$ cat config.mk
export PLATFORM = sky130hd
export DESIGN_NAME = lod_select_hysteresis
export DESIGN_NICKNAME = d
export VERILOG_FILES = /design/src/sv/lsh_pkg.sv /design/src/sv/lod_select_hysteresis.sv /design/src/sv/lsh_alu.sv /design/src/sv/lsh_store.sv /design/src/sv/lsh_seq.sv
export SDC_FILE = /design/constraint.sdc
export NUM_CORES = 2
export LEC_CHECK = 0
export BUFFER_PORTS_ARGS = -buffer_cell sky130_fd_sc_hd__buf_2
export CELL_PAD_IN_SITES_DETAIL_PLACEMENT = 0
export CELL_PAD_IN_SITES_GLOBAL_PLACEMENT = 1
export CORE_UTILIZATION = 50
export CTS_CLUSTER_DIAMETER = 40
export DETAILED_ROUTE_END_ITERATION = 16
export PLACE_DENSITY = 0.83
export SYNTH_ARGS = -nofsm -noshare
export SYNTH_HDL_FRONTEND = slang
export SYNTH_SLANG_ARGS = --single-unit
$ cat constraint.sdc
create_clock -name clk -period 44.1 [get_ports clk]
set_input_delay 8.82 -clock clk [delete_from_list [all_inputs] [get_ports clk]]
set_output_delay 8.82 -clock clk [all_outputs]
set_load 0.005 [all_outputs]
$ cat src/sv/lsh_pkg.sv
`default_nettype none

package lsh_pkg;

  localparam int IDX_W     = 10;
  localparam int DIST_W    = 24;
  localparam int LVL_OUT_W = 3;
  localparam int FRAC_W    = 8;
  localparam int CNT_W     = 4;
  // Spacing can reach 2.5 times a 24-bit world size.
  localparam int SPACE_W   = 26;
  localparam int STEP_W    = 5;
  localparam int HYST_STEPS = 8;

  localparam logic [DIST_W-1:0] MIN_SPACING = 24'd20480;
  localparam logic [FRAC_W-1:0] HYST_CAP    = 8'd230;

  localparam logic [DIST_W-1:0] RST_DISTANCE_SCALE = 24'd20480;
  localparam logic [CNT_W-1:0]  RST_LEVEL_COUNT    = 4'd4;
  localparam logic [FRAC_W-1:0] RST_HYST_FRACTION  = 8'd26;

  typedef enum logic [2:0] {
    REG_DISTANCE_SCALE = 3'd0,
    REG_WORLD_SIZE_X   = 3'd1,
    REG_WORLD_SIZE_Z   = 3'd2,
    REG_LEVEL_COUNT    = 3'd3,
    REG_HYST_FRACTION  = 3'd4
  } reg_idx_t;

  typedef struct packed {
    logic [DIST_W-1:0] distance_scale;
    logic [DIST_W-1:0] world_size_x;
    logic [DIST_W-1:0] world_size_z;
    logic [CNT_W-1:0]  level_count;
    logic [FRAC_W-1:0] hysteresis_fraction;
  } cfg_t;

  typedef enum logic [2:0] {
    S_IDLE,
    S_MOD,
    S_READ,
    S_SPAN,
    S_HYST,
    S_MULT,
    S_CHK,
    S_DONE
  } state_t;

endpackage

`default_nettype wire

$ cat src/sv/lod_select_hysteresis.sv
// Distance-based level-of-detail selector with hysteresis. Each input beat names a chunk
// and its camera distance; the block reads that chunk's stored level, derives the level
// spacing and hysteresis from the configuration, picks the new level, writes it back and
// returns one result beat. Work runs on a single shared adder under a sequencer that steps
// each item through the read, span, hysteresis, multiply and check states, after a
// slot-remainder state when CHUNK_SLOTS is below 1024; the multiply steps grow with the
// active level count (1 to MAX_LEVELS). Item acceptance resumes while a finished result
// still waits to be taken; the next item then holds in its last cycle for as long as that
// result stays stalled. After reset the level store is cleared one entry per cycle,
// during which items are stalled; configuration writes are taken at any time, but
// should only be made while the block is idle.
`default_nettype none

module lod_select_hysteresis #(
  parameter int CHUNK_SLOTS = 1024,
  parameter int MAX_LEVELS  = 8
) (
  input  wire logic                       clk,
  input  wire logic                       rst,
  input  wire logic                       psel,
  input  wire logic                       penable,
  input  wire logic                       pwrite,
  input  wire logic [4:0]                 paddr,
  input  wire logic [31:0]                pwdata,
  output logic [31:0]                     prdata,
  output logic                            pready,
  input  wire logic                       item_valid,
  output logic                            item_stall,
  input  wire logic [lsh_pkg::IDX_W-1:0]  chunk_index,
  input  wire logic [lsh_pkg::DIST_W-1:0] distance,
  output logic                            result_valid,
  input  wire logic                       result_stall,
  output logic [lsh_pkg::IDX_W-1:0]       chunk_id,
  output logic [lsh_pkg::LVL_OUT_W-1:0]   detail_level,
  output logic                            level_changed
);
  import lsh_pkg::*;

  localparam int SLOT_W = (CHUNK_SLOTS > 1) ? $clog2(CHUNK_SLOTS) : 1;

  cfg_t              cfg;
  reg_idx_t          reg_idx;
  logic              cfg_wr;
  logic              store_busy;
  logic [SLOT_W-1:0] rd_addr;
  logic [2:0]        rd_data;
  logic              wr_en;
  logic [SLOT_W-1:0] wr_addr;
  logic [2:0]        wr_data;

  assign pready  = 1'b1;
  assign reg_idx = reg_idx_t'(paddr[4:2]);
  assign cfg_wr  = psel && penable && pwrite && pready;

  always_ff @(posedge clk) begin
    if (rst) begin
      cfg.distance_scale      <= RST_DISTANCE_SCALE;
      cfg.world_size_x        <= '0;
      cfg.world_size_z        <= '0;
      cfg.level_count         <= RST_LEVEL_COUNT;
      cfg.hysteresis_fraction <= RST_HYST_FRACTION;
    end else if (cfg_wr) begin
      unique case (reg_idx)
        REG_DISTANCE_SCALE: cfg.distance_scale      <= pwdata[DIST_W-1:0];
        REG_WORLD_SIZE_X:   cfg.world_size_x        <= pwdata[DIST_W-1:0];
        REG_WORLD_SIZE_Z:   cfg.world_size_z        <= pwdata[DIST_W-1:0];
        REG_LEVEL_COUNT:    cfg.level_count         <= pwdata[CNT_W-1:0];
        REG_HYST_FRACTION:  cfg.hysteresis_fraction <= pwdata[FRAC_W-1:0];
        default: begin
        end
      endcase
    end
  end

  always_comb begin
    unique case (reg_idx)
      REG_DISTANCE_SCALE: prdata = 32'(cfg.distance_scale);
      REG_WORLD_SIZE_X:   prdata = 32'(cfg.world_size_x);
      REG_WORLD_SIZE_Z:   prdata = 32'(cfg.world_size_z);
      REG_LEVEL_COUNT:    prdata = 32'(cfg.level_count);
      REG_HYST_FRACTION:  prdata = 32'(cfg.hysteresis_fraction);
      default:            prdata = '0;
    endcase
  end

  lsh_store #(.CHUNK_SLOTS(CHUNK_SLOTS)) u_store (
    .clk     (clk),
    .rst     (rst),
    .rd_addr (rd_addr),
    .rd_data (rd_data),
    .wr_en   (wr_en),
    .wr_addr (wr_addr),
    .wr_data (wr_data),
    .busy    (store_busy)
  );

  lsh_seq #(
    .CHUNK_SLOTS (CHUNK_SLOTS),
    .MAX_LEVELS  (MAX_LEVELS)
  ) u_seq (
    .clk           (clk),
    .rst           (rst),
    .cfg           (cfg),
    .store_busy    (store_busy),
    .item_valid    (item_valid),
    .item_stall    (item_stall),
    .chunk_index   (chunk_index),
    .distance      (distance),
    .result_valid  (result_valid),
    .result_stall  (result_stall),
    .chunk_id      (chunk_id),
    .detail_level  (detail_level),
    .level_changed (level_changed),
    .rd_addr       (rd_addr),
    .rd_data       (rd_data),
    .wr_en         (wr_en),
    .wr_addr       (wr_addr),
    .wr_data       (wr_data)
  );

endmodule

`default_nettype wire

$ cat src/sv/lsh_alu.sv
`default_nettype none

// Shared adder of the sequencer; with an inverted operand and carry in it subtracts,
// and the carry out then tells a >= b.
module lsh_alu #(
  parameter int W = 30
) (
  input  wire logic [W-1:0] a,
  input  wire logic [W-1:0] b,
  input  wire logic         cin,
  output logic [W-1:0]      sum,
  output logic              cout
);

  logic [W:0] full;

  assign full = {1'b0, a} + {1'b0, b} + {{W{1'b0}}, cin};
  assign sum  = full[W-1:0];
  assign cout = full[W];

endmodule

`default_nettype wire

$ cat src/sv/lsh_store.sv
`default_nettype none

module lsh_store #(
  parameter int CHUNK_SLOTS = 1024,
  localparam int SLOT_W = (CHUNK_SLOTS > 1) ? $clog2(CHUNK_SLOTS) : 1
) (
  input  wire logic              clk,
  input  wire logic              rst,
  input  wire logic [SLOT_W-1:0] rd_addr,
  output logic [2:0]             rd_data,
  input  wire logic              wr_en,
  input  wire logic [SLOT_W-1:0] wr_addr,
  input  wire logic [2:0]        wr_data,
  output logic                   busy
);

  localparam logic [SLOT_W-1:0] LAST_SLOT = SLOT_W'(CHUNK_SLOTS - 1);

  logic [2:0]        mem [CHUNK_SLOTS];
  logic              clearing;
  logic [SLOT_W-1:0] clr_addr;

  // After reset every entry is walked once and written to level zero.
  always_ff @(posedge clk) begin
    if (rst) begin
      clearing <= 1'b1;
      clr_addr <= '0;
    end else if (clearing) begin
      clr_addr <= clr_addr + 1'b1;
      if (clr_addr == LAST_SLOT) begin
        clearing <= 1'b0;
      end
    end
  end

  always_ff @(posedge clk) begin
    if (clearing) begin
      mem[clr_addr] <= '0;
    end else if (wr_en) begin
      mem[wr_addr] <= wr_data;
    end
    rd_data <= mem[rd_addr];
  end

  assign busy = clearing;

endmodule

`default_nettype wire

$ cat src/sv/lsh_seq.sv
`default_nettype none

module lsh_seq #(
  parameter int CHUNK_SLOTS = 1024,
  parameter int MAX_LEVELS  = 8,
  localparam int SLOT_W = (CHUNK_SLOTS > 1) ? $clog2(CHUNK_SLOTS) : 1
) (
  input  wire logic                      clk,
  input  wire logic                      rst,
  input  wire lsh_pkg::cfg_t             cfg,
  input  wire logic                      store_busy,
  input  wire logic                      item_valid,
  output logic                           item_stall,
  input  wire logic [lsh_pkg::IDX_W-1:0]  chunk_index,
  input  wire logic [lsh_pkg::DIST_W-1:0] distance,
  output logic                           result_valid,
  input  wire logic                      result_stall,
  output logic [lsh_pkg::IDX_W-1:0]      chunk_id,
  output logic [lsh_pkg::LVL_OUT_W-1:0]  detail_level,
  output logic                           level_changed,
  output logic [SLOT_W-1:0]              rd_addr,
  input  wire logic [2:0]                rd_data,
  output logic                           wr_en,
  output logic [SLOT_W-1:0]              wr_addr,
  output logic [2:0]                     wr_data
);
  import lsh_pkg::*;

  localparam int LVL_W = (MAX_LEVELS > 1) ? $clog2(MAX_LEVELS) : 1;
  // Multiples of the spacing up to MAX_LEVELS, plus the hysteresis.
  localparam int ACC_W = SPACE_W + LVL_W + 1;
  localparam bit NEED_MOD = (CHUNK_SLOTS < (1 << IDX_W));
  // A rounded-up reciprocal of the slot count gives the exact quotient for every index.
  localparam int MOD_SH = IDX_W + ((CHUNK_SLOTS > 1) ? $clog2(CHUNK_SLOTS) : 0);
  localparam int MUL_W  = 2 * IDX_W + 1;
  localparam longint MOD_RECIP = ((longint'(1) << MOD_SH) + CHUNK_SLOTS - 1) / CHUNK_SLOTS;

  state_t state, state_next;

  logic [STEP_W-1:0]   step;
  logic [IDX_W-1:0]    idx_q;
  logic [IDX_W-1:0]    rem;
  logic [DIST_W-1:0]   dist_q;
  logic [2:0]          stored;
  logic [LVL_W-1:0]    top;
  logic [LVL_W-1:0]    cur;
  logic [LVL_W-1:0]    desired;
  logic [LVL_W-1:0]    level;
  logic [SPACE_W-1:0]  spacing;
  logic [SPACE_W-1:0]  hyst;
  logic [ACC_W-1:0]    acc;
  logic [ACC_W-1:0]    base;
  logic [ACC_W-1:0]    upper;

  logic [ACC_W-1:0]    alu_a;
  logic [ACC_W-1:0]    alu_b;
  logic                alu_cin;
  logic [ACC_W-1:0]    alu_sum;
  logic                alu_cout;

  logic                accept;
  logic                finish;
  logic [MUL_W-1:0]    mod_mul;
  logic [IDX_W-1:0]    mod_q;
  logic [IDX_W-1:0]    mod_prod;
  logic [DIST_W-1:0]   span;
  logic [SPACE_W-1:0]  span5;
  logic [SPACE_W-1:0]  floor_spacing;
  logic [SPACE_W-1:0]  spacing_new;
  logic [FRAC_W-1:0]   frac;
  logic [4:0]          n_lv;
  logic [LVL_W-1:0]    top_new;
  logic [3:0]          st4;
  logic [3:0]          tp4;
  logic [LVL_W-1:0]    cur_new;
  logic                move;
  logic [LVL_OUT_W-1:0] level3;

  lsh_alu #(.W(ACC_W)) u_alu (
    .a    (alu_a),
    .b    (alu_b),
    .cin  (alu_cin),
    .sum  (alu_sum),
    .cout (alu_cout)
  );

  assign item_stall = (state != S_IDLE) || store_busy;
  assign accept     = item_valid && !item_stall;

  // Slot remainder: quotient by constant multiplies, then one subtraction on the adder.
  assign mod_mul  = MUL_W'(rem) * MUL_W'(MOD_RECIP);
  assign mod_q    = IDX_W'(mod_mul >> MOD_SH);
  assign mod_prod = IDX_W'(MUL_W'(mod_q) * MUL_W'(CHUNK_SLOTS));

  assign span  = (cfg.world_size_x > cfg.world_size_z) ? cfg.world_size_x : cfg.world_size_z;
  assign span5 = alu_sum[SPACE_W:1];
  assign floor_spacing = (cfg.distance_scale > MIN_SPACING) ?
                         SPACE_W'(cfg.distance_scale) : SPACE_W'(MIN_SPACING);
  assign spacing_new = (span5 > floor_spacing) ? span5 : floor_spacing;
  assign frac = (cfg.hysteresis_fraction > HYST_CAP) ? HYST_CAP : cfg.hysteresis_fraction;

  always_comb begin
    n_lv = (cfg.level_count == '0) ? 5'd1 : 5'(cfg.level_count);
    if (n_lv > 5'(MAX_LEVELS)) begin
      n_lv = 5'(MAX_LEVELS);
    end
    top_new = LVL_W'(n_lv - 5'd1);
  end

  assign st4     = 4'(rd_data);
  assign tp4     = 4'(top);
  assign cur_new = LVL_W'((st4 > tp4) ? tp4 : st4);

  // Upward moves test against the next boundary plus hysteresis; downward moves
  // test distance plus hysteresis against the current boundary.
  always_comb begin
    if (desired > cur) begin
      move = (ACC_W'(dist_q) >= alu_sum);
    end else if (desired < cur) begin
      move = (alu_sum <= base);
    end else begin
      move = 1'b0;
    end
  end

  assign level3 = LVL_OUT_W'(level);

  always_comb begin
    state_next = state;
    alu_a      = '0;
    alu_b      = '0;
    alu_cin    = 1'b0;
    unique case (state)
      S_IDLE: begin
        if (accept) begin
          state_next = NEED_MOD ? S_MOD : S_READ;
        end
      end
      S_MOD: begin
        alu_a      = ACC_W'(rem);
        alu_b      = ~ACC_W'(mod_prod);
        alu_cin    = 1'b1;
        state_next = S_READ;
      end
      S_READ: begin
        state_next = S_SPAN;
      end
      S_SPAN: begin
        alu_a      = ACC_W'(span);
        alu_b      = ACC_W'(span) << 2;
        state_next = S_HYST;
      end
      S_HYST: begin
        alu_a = ACC_W'(hyst);
        alu_b = frac[step[2:0]] ? ACC_W'(spacing) : '0;
        if (step == STEP_W'(HYST_STEPS - 1)) begin
          state_next = S_MULT;
        end
      end
      S_MULT: begin
        alu_a = acc;
        alu_b = ACC_W'(spacing);
        if (step == 5'(top) + 5'd1) begin
          state_next = S_CHK;
        end
      end
      S_CHK: begin
        alu_a      = (desired > cur) ? upper : ACC_W'(dist_q);
        alu_b      = ACC_W'(hyst);
        state_next = S_DONE;
      end
      S_DONE: begin
        if (!(result_valid && result_stall)) begin
          state_next = S_IDLE;
        end
      end
    endcase
  end

  assign finish  = (state == S_DONE) && !(result_valid && result_stall);
  assign rd_addr = SLOT_W'(rem);
  assign wr_addr = SLOT_W'(rem);
  assign wr_data = level3;
  assign wr_en   = finish;

  always_ff @(posedge clk) begin
    if (rst) begin
      state        <= S_IDLE;
      result_valid <= 1'b0;
    end else begin
      state <= state_next;
      if (finish) begin
        result_valid <= 1'b1;
      end else if (result_valid && !result_stall) begin
        result_valid <= 1'b0;
      end
    end
  end

  always_ff @(posedge clk) begin
    unique case (state)
      S_IDLE: begin
        if (accept) begin
          idx_q  <= chunk_index;
          rem    <= chunk_index;
          dist_q <= distance;
          top    <= top_new;
        end
      end
      S_MOD: begin
        if (alu_cout) begin
          rem <= alu_sum[IDX_W-1:0];
        end
      end
      S_READ: begin
      end
      S_SPAN: begin
        stored  <= rd_data;
        cur     <= cur_new;
        spacing <= spacing_new;
        hyst    <= '0;
        step    <= '0;
      end
      S_HYST: begin
        // Right-shifting partial sums give floor(frac * spacing / 256) exactly.
        hyst <= alu_sum[SPACE_W:1];
        if (step == STEP_W'(HYST_STEPS - 1)) begin
          step    <= 5'd1;
          acc     <= '0;
          base    <= '0;
          upper   <= '0;
          desired <= '0;
        end else begin
          step <= step + 1'b1;
        end
      end
      S_MULT: begin
        acc <= alu_sum;
        if (step == 5'(cur)) begin
          base <= alu_sum;
        end
        if (step == 5'(cur) + 5'd1) begin
          upper <= alu_sum;
        end
        if ((ACC_W'(dist_q) >= alu_sum) && (step <= 5'(top))) begin
          desired <= LVL_W'(step);
        end
        step <= step + 1'b1;
      end
      S_CHK: begin
        level <= move ? desired : cur;
      end
      S_DONE: begin
        if (finish) begin
          chunk_id      <= idx_q;
          detail_level  <= level3;
          level_changed <= (level3 != stored);
        end
      end
    endcase
  end

endmodule

`default_nettype wire

==> results by group <==
STA
  • Crit path time final: between 15 and 20 ns
  • Final worst slack: roughly 24 ns
  • Final-report setup violation count: 0
  • Worst Clk Skew: approximately 0.071 ns
  • Final Max Tran Viols: 0
  • Final Hold Fails: 0
  • RSZ-0062 raised after global routing: no
  • Tightest Pin Transition: 1.39 ns
  • Fin crit share: 0.451
  • Max Clk Rate: 50.3 MHz
  • Fin Hold WS: 0.424 ns
  • Slew Limit Headroom: 0.0718
  • Setup TNS: 0 ns

Worst setup path
  • Crit path DAT: 11.06 ns
  • Startpoint types: input port
  • CP Max Fanout: 32
  • CP endpoint kind: output pin
  • Critical path startpoint: paddr[2]
  • Worst R2R Start: u_seq.state[1]
  • Critical path type: input port to output pin
  • Worst Path Required: 35.28 ns

Clock tree
  • CTS sink count: about 3400
  • CTS hold repair buffers: 0
  • Post_cts resized: 0
  • Clock Latency Late Sink: around 0.95 ns
  • Setup bufs post-CTS: 0
  • Root buffer cell: clkbuf_16
  • Clock slew at reported path FFs: around 0.06 ns
  • Clock tree from TritonCTS: built
  • CTS buffer count: 415
  • H-tree levels: 5
  • CTS Buffer Depth: 4

Cells and area
  • Most frequent cells in the layout: edfxtp_1, nor2_1, mux4_2
  • Layout cells sized above 1: 0.246
  • Final Non-Filler Cells: around 12000
  • Area delta synth->final: 13.5%
  • Nets: roughly 8100
  • Leading cell type in the layout, fill and taps excluded: edfxtp_1
  • # fillers: between 20000 and 25000

Route
  • Via count: around 76000
  • Vias/cell: roughly 6.3
  • Post-route DRC: 0
  • DRT antenna net count: 0
  • Routed wire length: 359000 um
  • Drt wl/cell: between 30 and 40 um
  • Drt first pass iters: 8
  • DR iter-0 viols: between 10000 and 15000

Placed design
  • IO Port Bufs: 107
  • Worst slack at placement: 24.29 ns
  • DP HPWL: between 150000 and 200000 um
  • Dpl cells: around 11000
  • Placer Congestion: 0.876

Logic synthesis
  • Post-synthesis mux area share: 0.162
  • Synthesis Warnings: 0
  • Largest family of logic cells by synthesized area: multiplexers
  • Synth Area in Adders: 0.0131
  • Most used DFF post-synth: edfxtp_1
  • Flops & latches, synth: 3394
  • Compound-Gate Fraction of Synth Area: 0.0285
  • Post-Synth Simple-Gate Area: 0.0528
  • Post-synth cell types: between 70 and 80
  • Cells after Synth: approximately 7700
  • Ys async rst share: 0
  • Post-synth EDFFs: between 3000 and 4000
  • Sequential fraction of the synthesis area: 0.720
  • Post-synthesis cell area: ~140000 um2
  • Synth Area per Inst: about 18 um2
  • Synth Area in XOR/XNOR: 0.00330

Floorplanning
  • Row count: 194
  • Core area: approximately 280000 um2
  • Die area: approximately 280000 um2
  • DIE HEIGHT: ~530 um
  • Initial cell density of the core: 0.502
  • Die W: approximately 530 um
  • IO Count: between 100 and 150

Pwr
  • Seq pwr share: 0.498
  • Power per Cell Area: approximately 44 nW/um2
  • NetSw: about 1.5 mW
  • Sw frac: 0.210
  • Clock power share: 0.496
  • Peak supply drop: roughly 35 uV
  • Internal Power: roughly 5.5 mW
  • LEAKAGE: 48.5 nW
  • Combinational Power Share: 0.006

Global route
  • Overall global routing resource usage: 0.253
  • Vias in the first global route: roughly 76000
  • Initial antenna violation count: 17
  • Largest net degree at the start of global routing: between 200 and 250
  • First-pass GRT wire length: about 520000 um
  • Grt total ovfl: 0

Job
  • Max cap viols: 0

Hold path
  • Hold Startpoint: u_seq.idx_q[0]
  • Hold crit path type: flip-flop to flip-flop

Outcome
  • Status: completed
==> power by group through the flow <==
stage / combinational, mW / sequential [mW] / clock (mW)
final: 0.0451 / 3.49 / 3.47
after global routing: 0.0467 / 3.48 / 3.63
after CTS: 0.0444 / 3.49 / 3.50
after detailed placement: 0.0441 / 3.55 / 0
after global placement: 0.0440 / 3.55 / 0
after floorplan: 0.0195 / 3.55 / 0
==> worst max-delay path, stage by stage <==
cell and delay (ns):
buf_2 0.50, nor2b_2 0.86, nor2b_1 0.35, nand2_1 0.08, o21ai_0 0.22, buf_2 0.21
==> worst paths after layout <==
path / end / depth (start not counted) / slack, ns
hold / removal: u_seq.chunk_id[0] / 0 / 0.42
setup / recovery: prdata[5] / 6 / 24.22
setup reg to reg: u_seq.wr_data[0] / 30 / 34.55
hold reg to reg: u_seq.chunk_id[0] / 0 / 0.42
==> routing by layer <==
metal,GRT usage,vias up,wire [um]
li1,-,31093,-
met1,0.344,39357,133000
met2,0.400,4541,171000
met3,0.0490,711,37500
met4,0.109,2,16700
met5,0,-,20
==> synthesized netlist by cell type (all sizes together), types with 15 or more instances <==
master / number / area share
nor2: 1178 / 0.032
o22ai: 26 / 0.0012
nand3: 93 / 0.0033
clkbuf: 385 / 0.010
nand4: 30 / 0.0013
xor2: 29 / 0.0019
xnor2: 23 / 0.0014
nand2: 353 / 0.0095
a221o: 25 / 0.0018
and2: 17 / 0.00077
mux4: 961 / 0.15
a21o: 21 / 0.0011
a211o: 27 / 0.0017
a21oi: 178 / 0.0064
edfxtp: 3292 / 0.71
a22oi: 25 / 0.0013
mux2: 53 / 0.0043
or3: 15 / 0.00067
nor2b: 24 / 0.0011
ha: 143 / 0.013
a22o: 49 / 0.0031
buf: 167 / 0.0062
o31ai: 27 / 0.0014
o21ai: 104 / 0.0037
inv: 121 / 0.0032
mux2i: 51 / 0.0036
dfxtp: 102 / 0.015
nand2b: 27 / 0.0012
nor3: 38 / 0.0014
a221oi: 40 / 0.0025
==> registers in the layout, summed over array words and instances (netlist names), 5 cells and up <==
name and count:
u_seq.chunk_id 10, u_seq.acc 30, u_store.clr_addr 10, u_seq.base 30, u_seq.step 5, u_store.mem 3072, cfg 84, u_seq.idx_q 10
u_seq.upper 30, u_seq.spacing 26, u_seq.rd_addr 10, u_seq.hyst 26, u_seq.dist_q 24
==> per-stage QoR <==
stage	total power, mW	util	area, um2
2_1_floorplan	3.57	-	140000
6_report	7.01	0.570	159000
5_1_grt	7.16	0.570	159000
3_3_place_gp	3.60	0.519	145000
3_5_place_dp	3.60	0.519	145000
4_1_cts	7.03	0.570	159000
==> kinds of logic after synthesis <==
family                   Yosys count
AO/OA/AOI/OAI                    595
XOR/XNOR                          52
adder cells (fa/ha/maj)          146
buffers and inverters            676
flip-flops                      3394
multiplexers                    1065
other                              2
AND/OR/NAND/NOR                 1817
==> layout make-up <==
class | count | area, um2 | area share
diodes | 8 | 20.0 | 0.000126
flip-flops and latches | 3394 | 101000 | 0.634
repair buffers | 249 | 1830 | 0.0115
multi-input cells | 3684 | 36900 | 0.232
inverters | 124 | 465 | 0.00293
clock buffers | 462 | 10600 | 0.0669
well taps | 3724 | 4660 | 0.0293
clock inverters | 309 | 3710 | 0.0233
Power figures use the tool's default switching activity.
